==> src/imm_pkg.sv <==
// Package of shared types and constants for the integer matrix multiplier.
`default_nettype none
package imm_pkg;

  // Width of a row or column index, and of the size registers.
  localparam int IDX_W  = 3;
  localparam int SIZE_W = 4;
  // Width of a product element.
  localparam int ACC_W  = 36;

  // Input item kinds carried in tuser.
  typedef enum logic [1:0] {
    CMD_LOAD_A = 2'd0,
    CMD_LOAD_B = 2'd1,
    CMD_START  = 2'd2,
    CMD_NONE   = 2'd3
  } imm_cmd_t;

  // Configuration register indexes.
  localparam logic [1:0] CFG_ROWS_A     = 2'd0;
  localparam logic [1:0] CFG_INNER_SIZE = 2'd1;
  localparam logic [1:0] CFG_COLS_B     = 2'd2;

  typedef enum logic {
    ST_IDLE,
    ST_RUN
  } ctrl_state_t;

  // Commands from the controller to the datapath.
  typedef struct packed {
    logic             issue;     // a pair of element reads is issued this cycle
    logic             first;     // first term of a dot product
    logic             last;      // last term of a dot product
    logic             run_last;  // this dot product is the final one of the run
    logic [IDX_W-1:0] row;
    logic [IDX_W-1:0] col;
    logic [IDX_W-1:0] k;
    logic             wr_a;      // store the loaded element into A
    logic             wr_b;      // store the loaded element into B
  } dp_cmd_t;

  // Status from the datapath to the controller.
  typedef struct packed {
    logic adv;                   // the pipeline moves on this cycle
  } dp_status_t;

endpackage
`default_nettype wire

==> src/imm_ram.sv <==
// Generic single-write, single-read RAM with registered read data.
`default_nettype none
module imm_ram #(
  parameter int WIDTH = 16,
  parameter int DEPTH = 64,
  localparam int ADDR_W = (DEPTH > 1) ? $clog2(DEPTH) : 1
) (
  input  wire logic              clk,
  input  wire logic              we,
  input  wire logic [ADDR_W-1:0] waddr,
  input  wire logic [WIDTH-1:0]  wdata,
  input  wire logic              re,
  input  wire logic [ADDR_W-1:0] raddr,
  output logic      [WIDTH-1:0]  rdata
);

  logic [WIDTH-1:0] mem [DEPTH];

  always_ff @(posedge clk) begin
    if (we) begin
      mem[waddr] <= wdata;
    end
    if (re) begin
      rdata <= mem[raddr];
    end
  end

endmodule
`default_nettype wire

==> src/imm_controller.sv <==
// Sequencer of the matrix multiplier: size registers, loads and the run loop.
`default_nettype none
module imm_controller #(
  parameter int MAX_DIM = 8
) (
  input  wire logic                       clk,
  input  wire logic                       rst,
  input  wire logic                       cfg_we,
  input  wire logic [1:0]                 cfg_index,
  input  wire logic [imm_pkg::SIZE_W-1:0] cfg_data,
  input  wire logic                       s_tvalid,
  input  wire logic [1:0]                 command,
  input  wire logic [imm_pkg::IDX_W-1:0]  row_index,
  input  wire logic [imm_pkg::IDX_W-1:0]  col_index,
  output logic                            s_tready,
  output imm_pkg::dp_cmd_t                cmd,
  input  imm_pkg::dp_status_t             status
);
  import imm_pkg::*;

  localparam logic [SIZE_W-1:0] MAX_L = SIZE_W'(MAX_DIM);

  function automatic logic [SIZE_W-1:0] clamp_dim(input logic [SIZE_W-1:0] v);
    logic [SIZE_W-1:0] r;
    r = v;
    if (v == '0) r = SIZE_W'(1);
    else if (v > MAX_L) r = MAX_L;
    return r;
  endfunction

  logic [SIZE_W-1:0] rows_a, inner_size, cols_b;
  logic [SIZE_W-1:0] m_last, n_last, p_last;
  ctrl_state_t state, state_next;
  logic [IDX_W-1:0] i, j, k, i_next, j_next, k_next;
  logic accept, in_range, k_end, j_end, i_end;

  always_ff @(posedge clk) begin
    if (rst) begin
      rows_a     <= SIZE_W'(1);
      inner_size <= SIZE_W'(1);
      cols_b     <= SIZE_W'(1);
    end else if (cfg_we) begin
      case (cfg_index)
        CFG_ROWS_A:     rows_a     <= cfg_data;
        CFG_INNER_SIZE: inner_size <= cfg_data;
        CFG_COLS_B:     cols_b     <= cfg_data;
        default:        ;
      endcase
    end
  end

  assign m_last = clamp_dim(rows_a) - SIZE_W'(1);
  assign n_last = clamp_dim(inner_size) - SIZE_W'(1);
  assign p_last = clamp_dim(cols_b) - SIZE_W'(1);

  assign k_end = ({1'b0, k} == n_last);
  assign j_end = ({1'b0, j} == p_last);
  assign i_end = ({1'b0, i} == m_last);

  assign accept   = s_tvalid && s_tready;
  assign in_range = ({1'b0, row_index} < MAX_L) && ({1'b0, col_index} < MAX_L);

  always_ff @(posedge clk) begin
    if (rst) begin
      state <= ST_IDLE;
      i     <= '0;
      j     <= '0;
      k     <= '0;
    end else begin
      state <= state_next;
      i     <= i_next;
      j     <= j_next;
      k     <= k_next;
    end
  end

  always_comb begin
    state_next   = state;
    i_next       = i;
    j_next       = j;
    k_next       = k;
    s_tready     = 1'b0;
    cmd.issue    = 1'b0;
    cmd.first    = (k == '0);
    cmd.last     = k_end;
    cmd.run_last = i_end && j_end;
    cmd.row      = i;
    cmd.col      = j;
    cmd.k        = k;
    cmd.wr_a     = 1'b0;
    cmd.wr_b     = 1'b0;
    case (state)
      ST_IDLE: begin
        s_tready = 1'b1;
        cmd.wr_a = accept && (command == CMD_LOAD_A) && in_range;
        cmd.wr_b = accept && (command == CMD_LOAD_B) && in_range;
        if (accept && (command == CMD_START)) begin
          state_next = ST_RUN;
          i_next     = '0;
          j_next     = '0;
          k_next     = '0;
        end
      end
      ST_RUN: begin
        cmd.issue = 1'b1;
        if (status.adv) begin
          if (!k_end) begin
            k_next = k + IDX_W'(1);
          end else begin
            k_next = '0;
            if (!j_end) begin
              j_next = j + IDX_W'(1);
            end else begin
              j_next = '0;
              if (!i_end) begin
                i_next = i + IDX_W'(1);
              end else begin
                state_next = ST_IDLE;
              end
            end
          end
        end
      end
      default: state_next = ST_IDLE;
    endcase
  end

`ifndef SYNTH
  a_hold_on_stall: assert property (@(posedge clk) disable iff (rst)
    (state == ST_RUN && !status.adv) |=> ($stable(i) && $stable(j) && $stable(k)))
    else $error("loop counters moved while the pipeline was stalled");

  a_run_ends: assert property (@(posedge clk) disable iff (rst)
    (state == ST_RUN && status.adv && cmd.last && cmd.run_last) |=> (state == ST_IDLE))
    else $error("run did not end after its final read");
`endif

endmodule
`default_nettype wire

==> src/imm_datapath.sv <==
// Element stores, multiplier, accumulator and output register.
`default_nettype none
module imm_datapath #(
  parameter int MAX_DIM       = 8,
  parameter int ELEMENT_WIDTH = 16
) (
  input  wire logic                      clk,
  input  wire logic                      rst,
  input  imm_pkg::dp_cmd_t               cmd,
  output imm_pkg::dp_status_t            status,
  input  wire logic [imm_pkg::IDX_W-1:0] row_index,
  input  wire logic [imm_pkg::IDX_W-1:0] col_index,
  input  wire logic signed [15:0]        element_value,
  output logic                           out_valid,
  input  wire logic                      out_ready,
  output logic signed [imm_pkg::ACC_W-1:0] out_value,
  output logic [imm_pkg::IDX_W-1:0]      out_row,
  output logic [imm_pkg::IDX_W-1:0]      out_col,
  output logic                           out_last
);
  import imm_pkg::*;

  localparam int DEPTH  = MAX_DIM * MAX_DIM;
  localparam int ADDR_W = (DEPTH > 1) ? $clog2(DEPTH) : 1;
  localparam int PROD_W = 2 * ELEMENT_WIDTH;

  logic adv;
  logic [ELEMENT_WIDTH-1:0] wdata;
  logic [ADDR_W-1:0] waddr, a_raddr, b_raddr;
  logic signed [ELEMENT_WIDTH-1:0] a_rdata, b_rdata;
  logic signed [PROD_W-1:0] prod;
  logic signed [ACC_W-1:0] prod_ext, acc, acc_sum;

  logic valid1, first1, last1, rl1;
  logic valid2, first2, last2, rl2;
  logic [IDX_W-1:0] row1, col1, row2, col2;

  assign adv        = !out_valid || out_ready;
  assign status.adv = adv;

  // A loaded element is sign-extended from 16 bits and wrapped to the store width.
  if (ELEMENT_WIDTH <= 16) begin : g_narrow
    assign wdata = element_value[ELEMENT_WIDTH-1:0];
  end else begin : g_wide
    assign wdata = {{(ELEMENT_WIDTH-16){element_value[15]}}, element_value};
  end

  assign waddr   = ADDR_W'(ADDR_W'(row_index) * ADDR_W'(MAX_DIM) + ADDR_W'(col_index));
  assign a_raddr = ADDR_W'(ADDR_W'(cmd.row) * ADDR_W'(MAX_DIM) + ADDR_W'(cmd.k));
  assign b_raddr = ADDR_W'(ADDR_W'(cmd.k) * ADDR_W'(MAX_DIM) + ADDR_W'(cmd.col));

  imm_ram #(.WIDTH(ELEMENT_WIDTH), .DEPTH(DEPTH)) u_ram_a (
    .clk   (clk),
    .we    (cmd.wr_a),
    .waddr (waddr),
    .wdata (wdata),
    .re    (adv),
    .raddr (a_raddr),
    .rdata (a_rdata)
  );

  imm_ram #(.WIDTH(ELEMENT_WIDTH), .DEPTH(DEPTH)) u_ram_b (
    .clk   (clk),
    .we    (cmd.wr_b),
    .waddr (waddr),
    .wdata (wdata),
    .re    (adv),
    .raddr (b_raddr),
    .rdata (b_rdata)
  );

  if (PROD_W >= ACC_W) begin : g_trunc
    assign prod_ext = prod[ACC_W-1:0];
  end else begin : g_sext
    assign prod_ext = {{(ACC_W-PROD_W){prod[PROD_W-1]}}, prod};
  end

  assign acc_sum = (first2 ? '0 : acc) + prod_ext;

  always_ff @(posedge clk) begin
    if (rst) begin
      valid1    <= 1'b0;
      valid2    <= 1'b0;
      out_valid <= 1'b0;
    end else if (adv) begin
      valid1    <= cmd.issue;
      valid2    <= valid1;
      out_valid <= valid2 && last2;
    end
  end

  always_ff @(posedge clk) begin
    if (adv) begin
      first1 <= cmd.first;
      last1  <= cmd.last;
      rl1    <= cmd.run_last;
      row1   <= cmd.row;
      col1   <= cmd.col;
      first2 <= first1;
      last2  <= last1;
      rl2    <= rl1;
      row2   <= row1;
      col2   <= col1;
      prod   <= a_rdata * b_rdata;
      if (valid2) begin
        acc <= acc_sum;
        if (last2) begin
          out_value <= acc_sum;
          out_row   <= row2;
          out_col   <= col2;
          out_last  <= rl2;
        end
      end
    end
  end

`ifndef SYNTH
  a_result_loaded: assert property (@(posedge clk) disable iff (rst)
    (valid2 && last2 && adv) |=> out_valid)
    else $error("finished dot product was not presented");

  a_result_source: assert property (@(posedge clk) disable iff (rst)
    $rose(out_valid) |-> $past(valid2 && last2))
    else $error("result presented without a finished dot product");
`endif

endmodule
`default_nettype wire

==> src/integer_matrix_multiply.sv <==
// Top level of the signed integer matrix multiplier with stream ports.
`default_nettype none
// Multiplies A (rows_a by inner_size) by B (inner_size by cols_b), both held as signed
// elements of ELEMENT_WIDTH bits. Each input transaction is either a load of one element
// into A or B, or a start. A start makes the block walk the product in row-major order
// and emit one output transaction per element, carrying its 36-bit value, its row, its
// column and tlast on the final element. Each product element takes inner_size
// multiplies, one element of A by one element of B a cycle while the output is not
// stalled, through the single multiplier and accumulator, and a run keeps the input
// closed until its last pair of reads is issued. Each result passes through the
// registered reads of the stores, the product register and the output register after
// the last pair of reads of its dot product. Back-pressure on the output holds the whole
// pipeline. The size registers read 0 as 1 and anything above MAX_DIM as MAX_DIM; loads
// outside the store are dropped, as is the unused item kind. Reading an element that was
// never loaded gives an undefined value.
module integer_matrix_multiply #(
  parameter int MAX_DIM       = 8,
  parameter int ELEMENT_WIDTH = 16
) (
  input  wire logic        clk,
  input  wire logic        rst,
  // Configuration writes: index 0 rows_a, 1 inner_size, 2 cols_b.
  input  wire logic        cfg_we,
  input  wire logic [1:0]  cfg_index,
  input  wire logic [3:0]  cfg_data,
  // Input stream.
  input  wire logic        s_tvalid,
  output logic             s_tready,
  input  wire logic [23:0] s_tdata,   // row_index[2:0], col_index[5:3], element_value[21:6]
  input  wire logic [1:0]  s_tuser,   // command[1:0]
  // Output stream.
  output logic             m_tvalid,
  input  wire logic        m_tready,
  output logic [47:0]      m_tdata,   // product_value[35:0], product_row[38:36],
                                      // product_col[41:39]
  output logic             m_tlast    // last_element
);
  import imm_pkg::*;

  dp_cmd_t    cmd;
  dp_status_t status;
  logic [IDX_W-1:0] row_index, col_index, product_row, product_col;
  logic signed [15:0] element_value;
  logic signed [ACC_W-1:0] product_value;

  // Unpack the fields of an input transaction.
  assign row_index     = s_tdata[2:0];
  assign col_index     = s_tdata[5:3];
  assign element_value = s_tdata[21:6];

  // The controller owns the size registers and the loop over rows, columns and the
  // inner dimension; it keeps the input closed while a run issues its reads.
  imm_controller #(.MAX_DIM(MAX_DIM)) u_ctrl (
    .clk       (clk),
    .rst       (rst),
    .cfg_we    (cfg_we),
    .cfg_index (cfg_index),
    .cfg_data  (cfg_data),
    .s_tvalid  (s_tvalid),
    .command   (s_tuser),
    .row_index (row_index),
    .col_index (col_index),
    .s_tready  (s_tready),
    .cmd       (cmd),
    .status    (status)
  );

  // The datapath holds both stores and the read, multiply, accumulate pipeline, ending
  // in the output register.
  imm_datapath #(.MAX_DIM(MAX_DIM), .ELEMENT_WIDTH(ELEMENT_WIDTH)) u_dp (
    .clk           (clk),
    .rst           (rst),
    .cmd           (cmd),
    .status        (status),
    .row_index     (row_index),
    .col_index     (col_index),
    .element_value (element_value),
    .out_valid     (m_tvalid),
    .out_ready     (m_tready),
    .out_value     (product_value),
    .out_row       (product_row),
    .out_col       (product_col),
    .out_last      (m_tlast)
  );

  // Pack the output transaction, with the spare top bits held at zero.
  assign m_tdata = {6'd0, product_col, product_row, product_value};

endmodule
`default_nettype wire
==> config.mk <==
export PLATFORM = sky130hd
export DESIGN_NAME = integer_matrix_multiply
export DESIGN_NICKNAME = d
export VERILOG_FILES = /design/src/imm_pkg.sv /design/src/imm_ram.sv /design/src/imm_controller.sv /design/src/imm_datapath.sv /design/src/integer_matrix_multiply.sv
export SDC_FILE = /design/constraint.sdc
export NUM_CORES = 2
export LEC_CHECK = 0
export ABC_AREA = 1
export BUFFER_PORTS_ARGS = -buffer_cell sky130_fd_sc_hd__buf_2
export CAP_MARGIN = 20
export CELL_PAD_IN_SITES_DETAIL_PLACEMENT = 1
export CELL_PAD_IN_SITES_GLOBAL_PLACEMENT = 1
export CORE_MARGIN = 3
export CORE_UTILIZATION = 52
export DETAILED_ROUTE_END_ITERATION = 6
export PLACE_DENSITY_LB_ADDON = 0.15
export SYNTH_ARGS = -nofsm -noshare
export SYNTH_HDL_FRONTEND = slang
export SYNTH_SLANG_ARGS = --single-unit
export TNS_END_PERCENT = 100
==> constraint.sdc <==
create_clock -name clk -period 7.03 [get_ports clk]
set_clock_uncertainty 0.05 [all_clocks]
set_input_delay 1.406 -clock clk [delete_from_list [all_inputs] [get_ports clk]]
set_output_delay 1.406 -clock clk [all_outputs]
set_load 0.01 [all_outputs]
## Word level (Yosys, flattened, before mapping)

Memory sizes are Yosys's and may differ from the RTL's. A register that Yosys moved wholly into a read port is not among the register bits.
Cells that the tools add are included.

- $add $sub $neg: 10
- Multiply operators: 1
- Div/mod/pow operators: 0
- $lt $le $gt $ge: 3
- Equal/unequal tests: 12
- Shifts and indexed selects: 0
- Multiplexer cells: 33
- Bitwise operators: 1
- Reductions and logical operators: 22

Operators by type and width:

| kind | count |
|---|---|
| adder 36 bit | 1 |
| 2-to-1 mux 36 bit | 1 |
| multiplier 16 x 16 -> 32 bit | 1 |
| 2-to-1 mux 3 bit | 10 |
| 2-to-1 mux 4 bit | 6 |
| adder 6 x 3 -> 6 bit | 3 |
| one-hot mux 3 bit (2 select lines) | 3 |
| == test 3 x 4 -> 1 bit | 3 |
| greater-than comparator 4 bit, second input constant | 3 |
| logical NOT 4 bit | 3 |
| subtractor 4 x 1 -> 4 bit, second input constant | 3 |
| 2-to-1 mux 1 bit | 11 |
| AND reduction 2 bit | 5 |
| adder 3 x 1 -> 3 bit, second input constant | 3 |
| != test 2 bit, second input constant | 4 |
| logical AND 1 bit | 6 |
| AND reduction 3 bit | 2 |
| AND reduction 5 bit | 1 |
| == test 2 x 1 -> 1 bit, second input constant | 2 |
| == test 2 bit, second input constant | 2 |
| logical NOT 2 bit | 2 |
| logical NOT 3 bit | 1 |
| 2-to-1 mux 2 bit | 1 |
| != test 2 x 1 -> 1 bit, second input constant | 1 |
| other kinds (4) | 4 |

- Register bits after elaboration: 154
- Bits in latches: 0
- Memory bits (writable): 2,048
- Bits in read-only memories: 0
- Input port bits: 37
- Output and inout bits: 51
- Logic and storage cells: 110
- Memories kept: 2

Memories:

| memory | words | width | rd ports | clocked after Yosys merged registers in | write ports | line | source |
|---|---|---|---|---|---|---|---|
| u_dp.u_ram_a.mem | 64 | 16 | 1 | 1 | 1 | imm_ram.sv:17 | `logic [WIDTH-1:0] mem [DEPTH];` |
| u_dp.u_ram_b.mem | 64 | 16 | 1 | 1 | 1 | imm_ram.sv:17 |  |

## Depth between registers and ports, before layout

- Depth after elaboration: 10
- Mapped depth: 26
- Depth with buffers taken out: 24

## By module

A second synthesis with hierarchy kept.

- Cell total of the unflattened synthesis: 9,450
- Area, all modules: 103,700.7 sq um

Modules (own cells, without submodules):

| module | times used | cells an instance | area an instance (sq um) | seq. area each (sq um) |
|---|---|---|---|---|
| imm_ram | 2 | 3,517 | 42,259.3 | 31,230.0 |
| imm_datapath | 1 | 2,207 | 17,767.0 | 3,933.8 |
| imm_controller | 1 | 202 | 1,366.3 | 440.4 |
| integer_matrix_multiply | 1 | 7 | 48.8 | 0.0 |

## Least setup slack after synthesis

OpenSTA, ideal clock, no wires.

- Kind: register to register
- Start point: register u_dp.u_ram_a.rdata[15] (read register of u_dp.u_ram_a.mem)
- End point: register u_dp.prod[31] (data pin)
- Setup time: 0.252 ns
- Arrival time: 5.477 ns
- Data required time: 6.728 ns
- Slack: 1.251 ns
- Cell stages (with the launch flop): 24
- Path buffers: 1
- Period minus slack after synthesis: 5.779 ns
- Cell sequence: edfxtp_1 > clkbuf_1 > nand2_1 > inv_1 > fa_1 > fa_1 > inv_1 > fa_1 > fa_1 > fa_1 > fa_1 > inv_1 > ha_1 > nand2_1 > nor2_1 > inv_1 > nor2_1 > inv_1 > nor3_1 > nand2_1 > o211ai_1 > inv_1 > nand2_1 > nand2_1

- Longest elaborated chain between the ends: 1

RTL lines:

| item | line | source |
|---|---|---|
| from (decl) | imm_ram.sv:14 | `output logic [WIDTH-1:0] rdata` |
| multiplier 16 x 16 -> 32 bit | imm_datapath.sv:104 | `prod <= a_rdata * b_rdata;` |
| to (signal assigned) | imm_datapath.sv:104 |  |
| to (decl) | imm_datapath.sv:31 | `logic signed [PROD_W-1:0] prod;` |

No other way between the ends.
A chain may end at the register's enable or synchronous reset.

## Worst setup path after layout

Ends and elaborated chain as after synthesis.

==> impl_metrics.ini <==
[placement]
hpwlAfterDp_mm = 190.0
dp_cells = 11060
placed_area_um2 = 104300
port_buffers = 79
gp_congestion = 0.9047

[timing]
setup-violations-final = 0
setup_tns_ps = 0
max_slew_margin_pct = 16.23
tightest_slew_ps = 1257
hold_violations = 0
max_freq_ghz = 0.1548
hold_ws_ps = 362.7
min_period_over_period_pct = 91.89
slew_violations = 0
final.min_clock_period_ps = 6460
rsz0062_at_grt = false

[global_routing]
grt_max_degree = 185
grt-ovfl-total = 0
grt_pass1_vias = 73740
gr-usage-all-layers_pct = 31.71
antenna_found_initial = 15
grt_pass1_wl_mm = 469.9

[floorplanning]
io_pins = 88
initial_utilization_pct = 52.40
die_h_um = 447.0
die_area_um2 = 199800
core_area_um2 = 193000
die_w_um = 447.0
rows = 161

[yosys]
synth.area.top_cells = edfxtp_1, nand2_1, fa_1, nor2_1, o21ai_0
synth-compound-area-share_pct = 8.761
yosys.area_share.simple_pct = 12.74
synth_edf_count = 2209
synth_fa_ha_area_share_pct = 6.741
yosysSeqAreaShare_pct = 66.09
synth_top_family_by_area = simple AND/OR/NAND/NOR gates
synth_mux_area_share_pct = 0
yosysTopAreaCell = edfxtp_1
yosys_most_used_dff = edfxtp_1
synth_area_um2 = 101100
yosys.area.top_type_share_pct = 65.60
synth_warnings = 0
synth-xor-area-share_pct = 0.5716
ys_ff_latch = 2234
netlist_instances = 8762
async_flop_share_pct = 0
avgSynthCellArea_um2 = 11.54
synth_cell_types = 41

[clock_network]
htree_levels = 4
cts_tree = done
cts_setup_buffers = 0
cts_buffers = 225
hold_buffers = 0
clock_path_buffers = 3
clk_latency_ps = 890
cts_resized = 0
numClockSinks = 2234
ctsRootBufferMaster = clkbuf_16
clk_pin_slew_ps = 60

[cells_and_area]
layout_common_cells = edfxtp_1, nand2_1, nor2_1
final_common_cell = edfxtp_1
drive_above_1_share_pct = 7.499
fin_nets = 9184
area_growth_pct = 10.23
fin_cells = 11480
finalInstanceArea_um2 = 111500

[setup_path]
required_ps = 7590
cp-start-kind = flip-flop
path_class = reg -> reg
critPathSlowestCell = fa_1
rr_endpoint = u_dp.prod[31]
crit_fanout = 16
crit_family = adder cells
critical_path.max_stage_delay_ps = 850
endpoint_kind = flip-flop
reg2reg_depth = 22
critical_path_arrival_ps = 7020
reg2reg_from = u_dp.u_ram_a.rdata[15]
crit_chain = nand2_1 > inv_1 > fa_1 > fa_1 > inv_1 > fa_1 > fa_1 > fa_1 > fa_1 > inv_1 > ha_1 > nand2_1 > nor2_1 > inv_1 > nor2_1 > inv_1 > nor3_1 > nand2_1 > o211ai_1 > inv_1 > nand2_1 > nand2_1
crit_buf_inv = 6
r2r_slack_ps = 570

[min_path]
hold_start = u_dp.rl1
hold_path_depth = 0
min_to = u_dp.rl2
worstHoldPathType = reg -> reg

[drt]
via_count = 70550
wl_mm = 320.1
drc = 0
drtPass1Iterations = 7
drt-vias-per-instance = 6.144
first_iter_violations = 8154
wl_per_cell_um = 27.87
ant_nets = 0

[outcome]
run_status = completed

[flow_run]
maxCapViolCount = 0
[worst max-delay path by stage]
stage / cells after the start / end / startpoint / slack (ps)
after floorplan: 23 / u_dp.prod[31] / u_dp.u_ram_a.rdata[15] / 1250
after global routing: 24 / u_dp.prod[31] / u_dp.u_ram_a.rdata[15] / 110
after detailed placement: 24 / u_dp.prod[31] / u_dp.u_ram_a.rdata[15] / 520
after global placement: 22 / u_dp.prod[31] / u_dp.u_ram_a.rdata[15] / 670
after CTS: 24 / u_dp.prod[31] / u_dp.u_ram_a.rdata[15] / 540
final: 22 / u_dp.prod[31] / u_dp.u_ram_a.rdata[15] / 570
[area by class of cell]
| class | instances | area [um2] |
|---|---|---|
| clock inverter | 131 | 1227 |
| sequential | 2234 | 66860 |
| antenna | 9 | 22.52 |
| timing repair buffer | 291 | 2270 |
| multi-input combinational | 5299 | 29300 |
| fill | 19630 | 81520 |
| tap | 2526 | 3161 |
| inverter | 709 | 2714 |
| clock buffer | 284 | 5916 |
[cells in the mapped netlist (17+ instances only)]
cell	n
a21oi_1	207
nor2_1	1106
and2_1	17
nand3_1	574
ha_1	124
buf_2	123
o21ai_0	803
edfxtp_1	2209
nand2_1	1424
buf_1	28
o22ai_1	404
clkbuf_1	302
buf_6	20
xor2_1	46
fa_1	263
nor3_1	39
dfxtp_1	25
nand4_1	20
buf_4	48
o21ai_1	189
inv_1	703
xnor2_1	20
[through the flow]
stage / utilization (%) / setup WS (ps)
2_1_floorplan: - / 1251
3_3_place_gp: 53.98 / 668.0
3_5_place_dp: 54.02 / 522.1
4_1_cts: 57.73 / 538.4
5_1_grt: 57.75 / 113.5
6_report: 57.76 / 569.8
[cell families (layout without fill, tap and decap cells)]
family | Yosys count | in the layout
compound gates | 1648 | 1648
buf+inv | 1234 | 1415
other cells | 1 | 15
simple gates | 3192 | 3192
xor+xnor | 66 | 66
fa+ha+maj | 387 | 387
flops | 2234 | 2234
[metal layers]
layer	global-route usage (%)	wire length (um)	share of wire, %
met5	0	27	0.0084
met4	13.17	14030	4.4
met3	4.663	23890	7.5
met2	52.71	156200	49
met1	41.98	125900	39
[state kept, by name, summed over array words and instances, names as in the netlist, 4 cells and up]
signal	count
u_ctrl.rows_a	4
u_dp.u_ram_b.mem	1024
u_ctrl.inner_size	4
u_dp.acc	36
u_dp.prod	32
u_ctrl.cols_b	4
u_dp.u_ram_b.rdata	16
u_dp.u_ram_a.rdata	16
u_dp.u_ram_a.mem	1024
u_dp.out_value	36
Power is not shown: default switching activity piles up to over one toggle a cycle in this logic, so the estimate is an artifact.
